**config.mk**
```make
export PLATFORM = sky130hd
export DESIGN_NAME = pointer_drag_tracker
export DESIGN_NICKNAME = d
export VERILOG_FILES = /design/src/hdl/ptrk_pkg.sv /design/src/hdl/ptrk_ptr_update.sv /design/src/hdl/ptrk_slot_table.sv /design/src/hdl/pointer_drag_tracker.sv
export SDC_FILE = /design/constraint.sdc
export NUM_CORES = 2
export LEC_CHECK = 0
export BUFFER_PORTS_ARGS = -buffer_cell sky130_fd_sc_hd__buf_2
export CORE_ASPECT_RATIO = 1.1
export CORE_MARGIN = 4
export CORE_UTILIZATION = 25
export CTS_CLUSTER_DIAMETER = 50
export DETAILED_ROUTE_END_ITERATION = 10
export PLACE_DENSITY = 0.36
export SLEW_MARGIN = 15
export SYNTH_ARGS = -nofsm -noshare
export SYNTH_HDL_FRONTEND = slang
export SYNTH_SLANG_ARGS = --single-unit
```
**constraint.sdc**
```tcl
create_clock -name clk -period 18.8 [get_ports clk]
set_clock_uncertainty 0.15 [all_clocks]
set_input_delay 2.82 -clock clk [delete_from_list [all_inputs] [get_ports clk]]
set_output_delay 2.82 -clock clk [all_outputs]
set_load 0.02 [all_outputs]
```
**src/hdl/ptrk_pkg.sv**
```systemverilog
// Shared types, constants and saturation helpers for the pointer drag tracker.
// Used by every module of the block; depends on nothing else.
package ptrk_pkg;

  localparam int TOUCH_SLOTS = 8;
  localparam int SLOT_IW = (TOUCH_SLOTS > 1) ? $clog2(TOUCH_SLOTS) : 1;

  localparam int PADDR_W = 3;
  localparam logic [PADDR_W-3:0] REG_DRAG_THRESHOLD = '0;
  localparam logic [15:0] DRAG_THRESHOLD_RESET = 16'd64;
  localparam logic [31:0] THRESHOLD_SQ_RESET = 32'd4096;

  typedef enum logic [3:0] {
    MODE_RESET       = 4'd0,
    MODE_FRAME       = 4'd1,
    MODE_MOVE        = 4'd2,
    MODE_PRESS       = 4'd3,
    MODE_RELEASE     = 4'd4,
    MODE_WHEEL       = 4'd5,
    MODE_POLL        = 4'd6,
    MODE_TOUCH_BEGIN = 4'd7,
    MODE_TOUCH_MOVE  = 4'd8,
    MODE_TOUCH_END   = 4'd9,
    MODE_QUERY_MOUSE = 4'd10,
    MODE_QUERY_TOUCH = 4'd11
  } ptrk_mode_t;

  localparam int F_DOWN   = 0;
  localparam int F_PRESS  = 1;
  localparam int F_REL    = 2;
  localparam int F_DRAG   = 3;
  localparam int F_DSTART = 4;
  localparam int F_DEND   = 5;
  localparam logic [5:0] FRAME_MASK = 6'b110110;

  typedef struct packed {
    logic signed [15:0] pos_x;
    logic signed [15:0] pos_y;
    logic signed [16:0] del_x;
    logic signed [16:0] del_y;
    logic signed [15:0] org_x;
    logic signed [15:0] org_y;
    logic [5:0]         flags;
  } ptrk_rec_t;

  typedef struct packed {
    logic move_en;
    logic load_pos;
    logic down_en;
    logic down_val;
  } ptrk_op_t;

  typedef struct packed {
    logic               hit;
    logic               free;
    logic [SLOT_IW-1:0] idx;
    ptrk_rec_t          rec;
  } ptrk_lookup_t;

  function automatic logic signed [16:0] sat17(input logic signed [18:0] v);
    logic signed [16:0] r;
    if (v < -19'sd65536) begin
      r = -17'sd65536;
    end else if (v > 19'sd65535) begin
      r = 17'sd65535;
    end else begin
      r = v[16:0];
    end
    return r;
  endfunction

  function automatic logic signed [19:0] sat20(input logic signed [20:0] v);
    logic signed [19:0] r;
    if (v < -21'sd524288) begin
      r = -20'sd524288;
    end else if (v > 21'sd524287) begin
      r = 20'sd524287;
    end else begin
      r = v[19:0];
    end
    return r;
  endfunction

endpackage

```
**src/hdl/ptrk_ptr_update.sv**
```systemverilog
// Next-state logic for one pointer record: move, drag test and button edges.
// Purely combinational; depends on ptrk_pkg.
module ptrk_ptr_update
  import ptrk_pkg::*;
(
  input  ptrk_rec_t          rec,
  input  ptrk_op_t           op,
  input  logic               seen,
  input  logic signed [15:0] new_x,
  input  logic signed [15:0] new_y,
  input  logic [31:0]        thr_sq,
  output ptrk_rec_t          rec_next
);

  logic signed [18:0] sum_x;
  logic signed [18:0] sum_y;
  logic signed [16:0] ex;
  logic signed [16:0] ey;
  logic signed [33:0] sqx;
  logic signed [33:0] sqy;
  logic [32:0]        dist_sq;
  logic               drag_hit;
  ptrk_rec_t          m;

  assign sum_x = $signed({{2{rec.del_x[16]}}, rec.del_x}) + $signed({{3{new_x[15]}}, new_x})
               - $signed({{3{rec.pos_x[15]}}, rec.pos_x});
  assign sum_y = $signed({{2{rec.del_y[16]}}, rec.del_y}) + $signed({{3{new_y[15]}}, new_y})
               - $signed({{3{rec.pos_y[15]}}, rec.pos_y});

  assign ex = $signed({new_x[15], new_x}) - $signed({rec.org_x[15], rec.org_x});
  assign ey = $signed({new_y[15], new_y}) - $signed({rec.org_y[15], rec.org_y});
  assign sqx = ex * ex;
  assign sqy = ey * ey;
  assign dist_sq = {1'b0, sqx[31:0]} + {1'b0, sqy[31:0]};
  assign drag_hit = ({dist_sq, 8'h00} >= {9'd0, thr_sq});

  always_comb begin
    m = rec;
    if (op.load_pos) begin
      m.pos_x = new_x;
      m.pos_y = new_y;
      m.del_x = '0;
      m.del_y = '0;
    end else if (op.move_en) begin
      m.pos_x = new_x;
      m.pos_y = new_y;
      if (seen) begin
        m.del_x = sat17(sum_x);
        m.del_y = sat17(sum_y);
        if (rec.flags[F_DOWN] && !rec.flags[F_DRAG] && drag_hit) begin
          m.flags[F_DRAG]   = 1'b1;
          m.flags[F_DSTART] = 1'b1;
        end
      end
    end
    if (op.down_en && (m.flags[F_DOWN] != op.down_val)) begin
      if (op.down_val) begin
        m.flags[F_DOWN]  = 1'b1;
        m.flags[F_PRESS] = 1'b1;
        m.flags[F_DRAG]  = 1'b0;
        m.org_x = m.pos_x;
        m.org_y = m.pos_y;
      end else begin
        m.flags[F_DOWN] = 1'b0;
        m.flags[F_REL]  = 1'b1;
        m.flags[F_DEND] = m.flags[F_DRAG];
        m.flags[F_DRAG] = 1'b0;
      end
    end
    rec_next = m;
  end

endmodule

```
**src/hdl/ptrk_slot_table.sv**
```systemverilog
// Touch slot table: finger match, free slot search, write-back and frame pruning.
// Depends on ptrk_pkg.
module ptrk_slot_table
  import ptrk_pkg::*;
(
  input  logic               clk,
  input  logic               rst,
  input  logic [7:0]         finger,
  input  logic               clear_all,
  input  logic               frame,
  input  logic               wr_en,
  input  logic [SLOT_IW-1:0] wr_idx,
  input  ptrk_rec_t          wr_rec,
  output ptrk_lookup_t       lookup
);

  logic [TOUCH_SLOTS-1:0] slot_valid;
  logic [7:0]             slot_finger [TOUCH_SLOTS];
  ptrk_rec_t              slot_rec    [TOUCH_SLOTS];
  logic                   hit;
  logic                   free;
  logic [SLOT_IW-1:0]     hit_idx;
  logic [SLOT_IW-1:0]     free_idx;

  always_comb begin
    hit      = 1'b0;
    free     = 1'b0;
    hit_idx  = '0;
    free_idx = '0;
    for (int k = TOUCH_SLOTS - 1; k >= 0; k--) begin
      if (slot_valid[k] && (slot_finger[k] == finger)) begin
        hit     = 1'b1;
        hit_idx = SLOT_IW'(k);
      end
      if (!slot_valid[k]) begin
        free     = 1'b1;
        free_idx = SLOT_IW'(k);
      end
    end
    lookup.hit  = hit;
    lookup.free = free;
    lookup.idx  = hit ? hit_idx : free_idx;
    lookup.rec  = hit ? slot_rec[hit_idx] : '0;
  end

  always_ff @(posedge clk) begin
    if (rst) begin
      slot_valid <= '0;
    end else if (clear_all) begin
      slot_valid <= '0;
    end else if (frame) begin
      for (int k = 0; k < TOUCH_SLOTS; k++) begin
        if (!slot_rec[k].flags[F_DOWN] && slot_rec[k].flags[F_REL]) begin
          slot_valid[k] <= 1'b0;
        end
      end
    end else if (wr_en) begin
      slot_valid[wr_idx] <= 1'b1;
    end
  end

  always_ff @(posedge clk) begin
    if (frame) begin
      for (int k = 0; k < TOUCH_SLOTS; k++) begin
        slot_rec[k].del_x <= '0;
        slot_rec[k].del_y <= '0;
        slot_rec[k].flags <= slot_rec[k].flags & ~FRAME_MASK;
      end
    end else if (wr_en) begin
      slot_rec[wr_idx]    <= wr_rec;
      slot_finger[wr_idx] <= finger;
    end
  end

endmodule

```
**src/hdl/pointer_drag_tracker.sv**
```systemverilog
// Top level of the pointer drag tracker: event register, mouse state, register port
// and result register. Depends on ptrk_pkg, ptrk_ptr_update and ptrk_slot_table.
//
// Usage. Input events arrive on the event channel (event_valid/event_ready) with
// their mode and fields. Every event yields exactly one item on the report channel
// (report_valid/report_ready), in order. An accepted event is held in an input
// register and is processed once the output register is free or being emptied; the
// report is then written to the output register. While the receiver keeps up, one
// event can be taken in every cycle, so the sustained rate is one item per cycle.
// The slot match over the touch table and the squared-distance drag test both sit
// in the combinational logic between the input register and the output register.
// When the receiver stalls, the output register holds its report, the event held
// in the input register waits, and event_ready falls once both are occupied.
// The drag threshold is written through the APB port at byte address 0 and its
// square is registered at the write. Reset clears all pointer state, empties the
// touch table and sets the threshold to 4.0 pixels; a reset event does the same
// but keeps the threshold.
module pointer_drag_tracker
  import ptrk_pkg::*;
(
  input  logic                clk,
  input  logic                rst,
  input  logic                psel,
  input  logic                penable,
  input  logic                pwrite,
  input  logic [PADDR_W-1:0]  paddr,
  input  logic [31:0]         pwdata,
  output logic [31:0]         prdata,
  output logic                pready,
  input  logic                event_valid,
  output logic                event_ready,
  input  logic [3:0]          mode,
  input  logic signed [15:0]  pos_x,
  input  logic signed [15:0]  pos_y,
  input  logic [7:0]          pointer_id,
  input  logic                left_button,
  input  logic                wheel_is_vertical,
  input  logic signed [15:0]  wheel_step,
  output logic                report_valid,
  input  logic                report_ready,
  output logic                device,
  output logic [7:0]          reported_id,
  output logic                found,
  output logic signed [15:0]  screen_x,
  output logic signed [15:0]  screen_y,
  output logic signed [16:0]  move_x,
  output logic signed [16:0]  move_y,
  output logic [5:0]          flags,
  output logic signed [19:0]  wheel_sum_v,
  output logic signed [19:0]  wheel_sum_h,
  output logic                table_full
);

  logic [15:0]        drag_threshold;
  logic [31:0]        thr_sq;
  logic               cfg_sel;

  logic               ev_full;
  logic [3:0]         ev_mode;
  logic signed [15:0] ev_x;
  logic signed [15:0] ev_y;
  logic [7:0]         ev_id;
  logic               ev_left;
  logic               ev_vert;
  logic signed [15:0] ev_step;
  logic               process;

  ptrk_rec_t          mouse_rec;
  ptrk_rec_t          mouse_rec_next;
  logic               mouse_seen;
  logic               mouse_seen_next;
  logic signed [19:0] wheel_v;
  logic signed [19:0] wheel_v_next;
  logic signed [19:0] wheel_h;
  logic signed [19:0] wheel_h_next;
  logic signed [20:0] wheel_sel_sum;

  ptrk_mode_t         mode_e;
  ptrk_op_t           op;
  logic               is_touch_ev;
  logic               is_touch;
  logic               touch_ok;
  ptrk_lookup_t       lookup;
  ptrk_rec_t          upd_in;
  ptrk_rec_t          upd_out;
  logic               upd_seen;

  logic               res_device;
  logic [7:0]         res_id;
  logic               res_found;
  ptrk_rec_t          res_rec;
  logic signed [19:0] res_wv;
  logic signed [19:0] res_wh;
  logic               res_full;

  // Register port.
  assign pready  = 1'b1;
  assign cfg_sel = (paddr[PADDR_W-1:2] == REG_DRAG_THRESHOLD);
  assign prdata  = cfg_sel ? {16'd0, drag_threshold} : 32'd0;

  always_ff @(posedge clk) begin
    if (rst) begin
      drag_threshold <= DRAG_THRESHOLD_RESET;
      thr_sq         <= THRESHOLD_SQ_RESET;
    end else if (psel && penable && pwrite && pready && cfg_sel) begin
      drag_threshold <= pwdata[15:0];
      thr_sq         <= 32'(pwdata[15:0]) * 32'(pwdata[15:0]);
    end
  end

  // Input register.
  assign process     = ev_full && (!report_valid || report_ready);
  assign event_ready = !ev_full || process;

  always_ff @(posedge clk) begin
    if (rst) begin
      ev_full <= 1'b0;
    end else if (event_valid && event_ready) begin
      ev_full <= 1'b1;
    end else if (process) begin
      ev_full <= 1'b0;
    end
  end

  always_ff @(posedge clk) begin
    if (event_valid && event_ready) begin
      ev_mode <= mode;
      ev_x    <= pos_x;
      ev_y    <= pos_y;
      ev_id   <= pointer_id;
      ev_left <= left_button;
      ev_vert <= wheel_is_vertical;
      ev_step <= wheel_step;
    end
  end

  // Event decode.
  assign mode_e = ptrk_mode_t'(ev_mode);

  always_comb begin
    op          = '0;
    is_touch_ev = 1'b0;
    is_touch    = 1'b0;
    unique case (mode_e)
      MODE_MOVE, MODE_WHEEL: begin
        op.move_en = 1'b1;
      end
      MODE_PRESS, MODE_RELEASE: begin
        op.move_en  = 1'b1;
        op.down_en  = ev_left;
        op.down_val = (mode_e == MODE_PRESS);
      end
      MODE_POLL: begin
        op.move_en  = 1'b1;
        op.down_en  = 1'b1;
        op.down_val = ev_left;
      end
      MODE_TOUCH_BEGIN: begin
        op.load_pos = 1'b1;
        op.down_en  = 1'b1;
        op.down_val = 1'b1;
        is_touch_ev = 1'b1;
        is_touch    = 1'b1;
      end
      MODE_TOUCH_MOVE: begin
        op.move_en  = 1'b1;
        is_touch_ev = 1'b1;
        is_touch    = 1'b1;
      end
      MODE_TOUCH_END: begin
        op.move_en  = 1'b1;
        op.down_en  = 1'b1;
        op.down_val = 1'b0;
        is_touch_ev = 1'b1;
        is_touch    = 1'b1;
      end
      MODE_QUERY_TOUCH: begin
        is_touch = 1'b1;
      end
      default: begin
        op = '0;
      end
    endcase
  end

  ptrk_slot_table u_slots (
    .clk       (clk),
    .rst       (rst),
    .finger    (ev_id),
    .clear_all (process && (mode_e == MODE_RESET)),
    .frame     (process && (mode_e == MODE_FRAME)),
    .wr_en     (process && is_touch_ev && touch_ok),
    .wr_idx    (lookup.idx),
    .wr_rec    (upd_out),
    .lookup    (lookup)
  );

  assign touch_ok = lookup.hit || lookup.free;
  assign upd_in   = is_touch ? lookup.rec : mouse_rec;
  assign upd_seen = is_touch ? 1'b1 : mouse_seen;

  ptrk_ptr_update u_update (
    .rec      (upd_in),
    .op       (op),
    .seen     (upd_seen),
    .new_x    (ev_x),
    .new_y    (ev_y),
    .thr_sq   (thr_sq),
    .rec_next (upd_out)
  );

  // Mouse state.
  assign wheel_sel_sum = $signed({(ev_vert ? wheel_v[19] : wheel_h[19]),
                                  (ev_vert ? wheel_v : wheel_h)})
                       + $signed({{5{ev_step[15]}}, ev_step});

  always_comb begin
    mouse_rec_next  = mouse_rec;
    mouse_seen_next = mouse_seen;
    wheel_v_next    = wheel_v;
    wheel_h_next    = wheel_h;
    case (mode_e)
      MODE_RESET: begin
        mouse_rec_next  = '0;
        mouse_seen_next = 1'b0;
        wheel_v_next    = '0;
        wheel_h_next    = '0;
      end
      MODE_FRAME: begin
        mouse_rec_next.del_x = '0;
        mouse_rec_next.del_y = '0;
        mouse_rec_next.flags = mouse_rec.flags & ~FRAME_MASK;
        wheel_v_next         = '0;
        wheel_h_next         = '0;
      end
      MODE_MOVE, MODE_PRESS, MODE_RELEASE, MODE_POLL: begin
        mouse_rec_next  = upd_out;
        mouse_seen_next = 1'b1;
      end
      MODE_WHEEL: begin
        mouse_rec_next  = upd_out;
        mouse_seen_next = 1'b1;
        if (ev_vert) begin
          wheel_v_next = sat20(wheel_sel_sum);
        end else begin
          wheel_h_next = sat20(wheel_sel_sum);
        end
      end
      default: begin
        mouse_seen_next = mouse_seen;
      end
    endcase
  end

  always_ff @(posedge clk) begin
    if (rst) begin
      mouse_rec  <= '0;
      mouse_seen <= 1'b0;
      wheel_v    <= '0;
      wheel_h    <= '0;
    end else if (process) begin
      mouse_rec  <= mouse_rec_next;
      mouse_seen <= mouse_seen_next;
      wheel_v    <= wheel_v_next;
      wheel_h    <= wheel_h_next;
    end
  end

  // Result selection.
  always_comb begin
    res_device = 1'b0;
    res_id     = 8'd0;
    res_found  = 1'b1;
    res_rec    = mouse_rec_next;
    res_wv     = wheel_v_next;
    res_wh     = wheel_h_next;
    res_full   = 1'b0;
    if (is_touch) begin
      res_device = 1'b1;
      res_id     = ev_id;
      res_wv     = '0;
      res_wh     = '0;
      res_found  = is_touch_ev ? touch_ok : lookup.hit;
      res_full   = is_touch_ev && !touch_ok;
      res_rec    = res_found ? upd_out : '0;
    end
  end

  // Output register.
  always_ff @(posedge clk) begin
    if (rst) begin
      report_valid <= 1'b0;
    end else if (process) begin
      report_valid <= 1'b1;
    end else if (report_ready) begin
      report_valid <= 1'b0;
    end
  end

  always_ff @(posedge clk) begin
    if (process) begin
      device      <= res_device;
      reported_id <= res_id;
      found       <= res_found;
      screen_x    <= res_rec.pos_x;
      screen_y    <= res_rec.pos_y;
      move_x      <= res_rec.del_x;
      move_y      <= res_rec.del_y;
      flags       <= res_rec.flags;
      wheel_sum_v <= res_wv;
      wheel_sum_h <= res_wh;
      table_full  <= res_full;
    end
  end

  // The mouse is always present in its reports.
  a_mouse_found: assert property (@(posedge clk) disable iff (rst)
    report_valid && !device |-> found)
    else $error("mouse report without found");

  // A dropped touch event is reported as a touch that was not found.
  a_full_report: assert property (@(posedge clk) disable iff (rst)
    report_valid && table_full |-> device && !found)
    else $error("table full report is inconsistent");

  // A pointer that was not found reports empty fields.
  a_missing_empty: assert property (@(posedge clk) disable iff (rst)
    report_valid && !found |-> (flags == 6'd0) && (move_x == 17'sd0) && (screen_x == 16'sd0))
    else $error("missing pointer reports nonzero fields");

  // Dragging is only possible while the pointer is down.
  a_drag_down: assert property (@(posedge clk) disable iff (rst)
    report_valid && found && flags[F_DRAG] |-> flags[F_DOWN])
    else $error("dragging reported while not down");

endmodule

```
# After elaboration in Yosys (flattened, before gate mapping)
# Memory sizes are Yosys's and may differ from the RTL's.
# Cells that the tools add are included.
totals:
  output_inout_bits: 158
  elab_cells: 259
  memories: 2
  regBits: 388
  input_bits: 104
  ram_bits: 896
classes:
  mul: 3
  n_addsub: 8
  n_bitwise: 2
  n_mux: 101
  order_cmp: 9
  eq_ne: 27
  n_reduce_logical: 67
mem_list:
  columns: ["name", "words", "width", "rd", "rd_clocked_by_memory_dff", "write_ports", "line", "rtl"]
  rows:
  - ["u_slots.slot_rec", 8, 104, 9, 0, 8, "ptrk_slot_table.sv:19", "ptrk_rec_t slot_rec [TOUCH_SLOTS];"]
  - ["u_slots.slot_finger", 8, 8, 8, 0, 1, "ptrk_slot_table.sv:18", "logic [7:0] slot_finger [TOUCH_SLOTS];"]
op_table:
  columns: ["operator", "count"]
  rows:
  - ["$mux W104", 5]
  - ["$mux W66", 2]
  - ["$pmux W32 S2", 2]
  - ["$reduce_or A104 Y1", 1]
  - ["$mux W20", 5]
  - ["$pmux W20 S2", 2]
  - ["$mux W17", 4]
  - ["$pmux W34 S2", 1]
  - ["$eq A8 B8 Y1", 8]
  - ["$mul A17 B17 Y32", 2]
  - ["$mux W3", 18]
  - ["$mux W1", 46]
  - ["$ge A41 B32 Y1", 1]
  - ["$gt A19 B17 Y1 const B", 2]
  - ["$lt A19 B17 Y1 const B", 2]
  - ["$sub A18 B16 Y19", 2]
  - ["$add A17 B16 Y18", 2]
  - ["$mux W34", 1]
  - ["$sub A16 B16 Y17", 2]
  - ["$add A32 B32 Y33", 1]
  - ["$mux W33", 1]
  - ["$mul A16 B16 Y32", 1]
  - ["$mux W32", 1]
  - ["$logic_and A1 B1 Y1", 30]
  - ["31 further kinds", 75]

# Logic depth before layout (Yosys ltp)
# An unclocked memory read counts as a cell.
depth:
  word_depth: 27
  depth_mapped: 69

# Modules after synthesis
# From an unflattened synthesis, not the netlist that was laid out.
hier_totals:
  cells_unflattened: 8005
  area_unflattened_um2: 86211.4
by_module_without_submodules:
  columns: ["module", "cells_each", "area_per_inst_um2", "instances", "seq_area_each_um2"]
  rows:
  - ["ptrk_slot_table", 2279, 36523.8, 1, 27066.0]
  - ["ptrk_ptr_update", 3152, 25758.5, 1, 0.0]
  - ["pointer_drag_tracker", 2574, 23929.2, 1, 9419.0]

# Least setup slack after synthesis
# No wires, ideal clock.
synth_timing:
  path_kind: "register to register"
  from: "register ev_id[3]"
  to: "register flags[4], data pin"
  path_stages_with_launch: 64
  path_buffers: 5
  required_time_ns: 18.380
  path_slack_ns: 5.298
  t_arrival_ns: 13.082
  cell_sequence: "edfxtp_1 > buf_6 > xnor2_1 > nand3_1 > nor4_4 > o21ai_4 > a22o_4 > buf_6 > buf_8 > buf_6 > buf_2 > nand2_1 > nand3_1 > and3_1 > a221oi_1 > ha_1 > nor2b_1 > o21ai_0 > [28 not listed] > ha_1 > nand3_1 > nor2_1 > nand3_1 > o32ai_1 > nor2_1 > nand2_1 > xor2_1 > ha_1 > a221oi_1 > o211ai_1 > a21oi_1 > o21ai_0 > a211o_1 > nor4_1 > nand2_1 > a31oi_2 > o21ai_1"
synth_lines:
  columns: ["item", "line", "rtl"]
  rows:
  - ["from (decl)", "pointer_drag_tracker.sv:62", "logic [7:0] ev_id;"]
  - ["from (signal assigned)", "pointer_drag_tracker.sv:130", "ev_id <= pointer_id;"]
  - ["to (signal assigned)", "pointer_drag_tracker.sv:309", "flags <= res_rec.flags;"]
  - ["to (decl)", "pointer_drag_tracker.sv:48", "output logic [5:0] flags,"]

==> impl_results.md <==
- Outcome: complete, no violations
- Final hold vios: 0
- Num CTS Buffers: 207
- ANT nets after route: 0
- YS warnings: 0
- Max Freq: 58.6 MHz
- Cell variety after synth: 112
- Post-cts gate resize count: 0
- Std cell rows: 227
- Die ar.: 359000 um2
- CP bufs+invs: 11
- Worst path slowest cell: a22o_4
- GPL Wtd Cong: 0.823
- Critical R2R Launch: ev_id[2]$_DFFE_PP_
- Syn_area_per_cell: 10.7 um2
- Root Driver: clkbuf_16
- Synth-to-layout area growth: 16.2%
- Maxcap violations: 0
- Vias in the first global route: 64600
- CTS Hold Bufs: 0
- Post-synth EDFFs: 1081
- TritonRoute pass-1 iters: 7
- IO Pins: 262
- Congestion Overflow GR: 0
- Final wirelength: 321000 um
- Proportion of layout cells with a drive suffix above 1: 11.7%
- Clock-pin slew on the worst setup and hold paths: 0.06 ns
- Layout net count: 9607
- Hold Path Cell Cnt: 2
- Filler cells: 35900
- Vias per inst: 4.69
- Postcts setup bufs: 0
- Die Span X: 572 um
- Largest net degree at the start of global routing: 93
- Hold endpoint: drag_threshold[4]$_SDFFE_PP0P_
- H-tree depth: 4
- Most numerous cell on the critical path: inv_1
- Kind of end point of the critical path: flop
- Initial Util: 25.1%
- Core outline area: 348000 um2
- Critical path startpoint: ev_id[2]$_DFFE_PP_
- Worst Hold Class: flop to flop
- Clock buffer depth: 4
- Setup CP Type: flop to flop
- Finish-stage setup viols: 0
- Per-cell routed wire length: 24.4 um
- CP top delay family: compound AO/OA/AOI/OAI gates
- Post-synth ARST share: 0%
- Port bufs: 226
- Gr usage total: 17.6%
- Seq cells post-synth: 1282
- Max transition margin: 20.0%
- Die height: 628 um
- Syn Inst Count: 8133
- DRT iter0 DRCs: 4194
- R2r worst-path depth: 63
- Post-layout minimum cycle time: 17.07 ns
- Startpoint type of the worst setup path: flop
- Top_reg_cell synth: edfxtp_1
- Worst-margin pin slew: 1.20 ns
- Final Cycle Share: 90.8%
- Worst endpoint required time: 19.27 ns
- R2R Path End: flags[4]$_DFFE_PP_
- Reg-to-reg slack, setup: 1.73 ns
- First-pass GRT wire length: 466000 um
- DP HPWL: 227000 um
- Register area share after synthesis: 41.8%
- Crit Path Max Fanout: 60
- DRC viols: 0
- Initial antenna violation count: 26
- Via count: 61800
- TritonCTS clock tree: done
- Min-delay src: drag_threshold[4]$_SDFFE_PP0P_
- Fin. max-slew vios: 0
- RSZ-0062 raised after global routing: false
- Post-synthesis cell area: 87400 um2
- Crit path DAT: 17.54 ns
- CTS sink cnt: 1282
- CP max stage delay: 0.80 ns
- Clk_lat worst skew: 0.92 ns
- Setup TNS: 0 ns
per-layer routing:
| layer | up-vias | part of all wire [%] | GRT usage (%) |
|---|---|---|---|
| li1 | 28400 | - | - |
| met1 | 31700 | 43 | 22.5 |
| met2 | 1331 | 51 | 31.4 |
| met3 | 381 | 3.8 | 2.01 |
| met4 | 8 | 2.8 | 4.70 |
| met5 | - | 0.019 | 0 |
stage by stage:
stage	instances	hold slack, ns	cell area (um2)	setup WS (ns)	utilization (%)
3_3_place_gp	12800	0.290	94200	1.43	27.1
4_1_cts	13100	0.301	101000	1.28	29.2
6_report	13200	0.299	102000	1.73	29.2
3_5_place_dp	12800	0.291	94200	1.30	27.1
2_1_floorplan	8148	0.275	87400	5.30	-
5_1_grt	13200	0.316	101000	0.334	29.2
synthesized netlist by cell type (27+ instances only):
| cell | number | share of area [%] |
|---|---|---|
| fa_1 | 716 | 16 |
| a21oi_1 | 253 | 1.4 |
| a211oi_1 | 48 | 0.41 |
| a221oi_1 | 27 | 0.27 |
| and2_1 | 196 | 1.4 |
| inv_1 | 1031 | 4.4 |
| nand3_1 | 274 | 1.6 |
| mux2i_1 | 257 | 2.9 |
| nand2b_1 | 36 | 0.26 |
| nand2_1 | 954 | 4.1 |
| buf_2 | 51 | 0.29 |
| nor2_1 | 661 | 2.8 |
| nor3_1 | 59 | 0.34 |
| xnor2_1 | 201 | 2.0 |
| xor2_1 | 72 | 0.72 |
| buf_4 | 46 | 0.40 |
| dfxtp_1 | 201 | 4.6 |
| a21o_1 | 94 | 0.81 |
| edfxtp_1 | 1081 | 37 |
| o21a_1 | 44 | 0.38 |
| a22oi_1 | 104 | 0.89 |
| nor2b_1 | 41 | 0.29 |
| a22o_1 | 80 | 0.80 |
| clkbuf_1 | 247 | 1.1 |
| a31oi_1 | 85 | 0.61 |
| a221oi_2 | 34 | 0.58 |
| and3_1 | 86 | 0.62 |
| o211ai_1 | 37 | 0.32 |
| ha_1 | 396 | 5.7 |
| mux2_2 | 36 | 0.46 |
| o21ai_0 | 222 | 1.3 |
state kept, by name (all words and copies together), names as in the netlist, 17 cells and up:
name	cells
mouse_rec	104
move_x	17
move_y	17
thr_sq	30
u_slots.slot_finger	64
u_slots.slot_rec	832
wheel_h	20
wheel_sum_h	20
wheel_sum_v	20
wheel_v	20
placed cells by master (no fill, tap or decap), drive strengths merged, types with 25 or more instances in the layout:
| master | netlist | routed |
|---|---|---|
| bufinv | 0 | 25 |
| mux2 | 37 | 37 |
| a221oi | 61 | 61 |
| clkinv | 9 | 65 |
| and2 | 196 | 196 |
| dfxtp | 201 | 201 |
| and3 | 86 | 86 |
| nand2 | 955 | 955 |
| clkbuf | 247 | 244 |
| nor2 | 663 | 663 |
| nand3 | 274 | 274 |
| mux2i | 257 | 257 |
| inv | 1034 | 1073 |
| o211ai | 39 | 39 |
| o21a | 44 | 44 |
| nand2b | 36 | 36 |
| a21oi | 259 | 259 |
| xnor2 | 203 | 203 |
| a22o | 82 | 82 |
| o21ai | 235 | 235 |
| buf | 142 | 423 |
| a31oi | 96 | 96 |
| nor3 | 61 | 61 |
| xor2 | 72 | 72 |
| fa | 716 | 716 |
| a21o | 94 | 94 |
| nor2b | 41 | 41 |
| ha | 396 | 396 |
| a22oi | 119 | 119 |
| o22ai | 25 | 25 |
| a211oi | 53 | 53 |
| edfxtp | 1081 | 1081 |
worst reg2reg max path: cells and delay by family, from the launching register on:
kind / cells / cell delay (ns)
adders and majority gates: 11 / 4.66
buffers and inverters: 11 / 1.65
DFF: 1 / 0.79
AOI/OAI and AO/OA: 21 / 5.86
xor gates and xnor gates: 4 / 0.65
and+or+nand+nor: 14 / 2.59
muxes: 2 / 0.50
worst max-delay path by stage:
stage	to	depth (start not counted)
after global routing	u_slots.slot_rec[7][4]$_SDFFCE_PN0P_	62
final	flags[4]$_DFFE_PP_	63
after floorplan	flags[4]$_DFFE_PP_	63
after detailed placement	flags[4]$_DFFE_PP_	56
after global placement	flags[4]$_DFFE_PP_	63
after CTS	flags[4]$_DFFE_PP_	56
final cells by class:
| type | instances | area, um2 | share of cell area (%) |
|---|---|---|---|
| multi-input cells | 5434 | 45400 | 44.7 |
| inverters | 1043 | 3950 | 3.89 |
| repair buffers | 423 | 2690 | 2.65 |
| diodes | 14 | 35.0 | 0.0345 |
| clock buffers | 244 | 5510 | 5.42 |
| flip-flops and latches | 1282 | 36500 | 35.9 |
| well taps | 4580 | 5730 | 5.65 |
| clock inverters | 143 | 1720 | 1.69 |
cells by family (layout without fill, tap and decap cells):
| kind of cell | Yosys count | in the layout | share of synthesized area, % |
|---|---|---|---|
| simple gates | 2416 | 2416 | 12.3 |
| mux | 294 | 294 | 3.43 |
| buf+inv | 1432 | 1853 | 6.60 |
| fa+ha+maj | 1113 | 1113 | 22.1 |
| xor+xnor | 275 | 275 | 2.77 |
| compound gates | 1319 | 1319 | 11.0 |
| flops | 1282 | 1282 | 41.8 |
| other cells | 2 | 31 | 0.00860 |
Power is left out: the tool's default activity adds up to more than one toggle a clock period on the data nets, which glitch-free logic cannot reach.
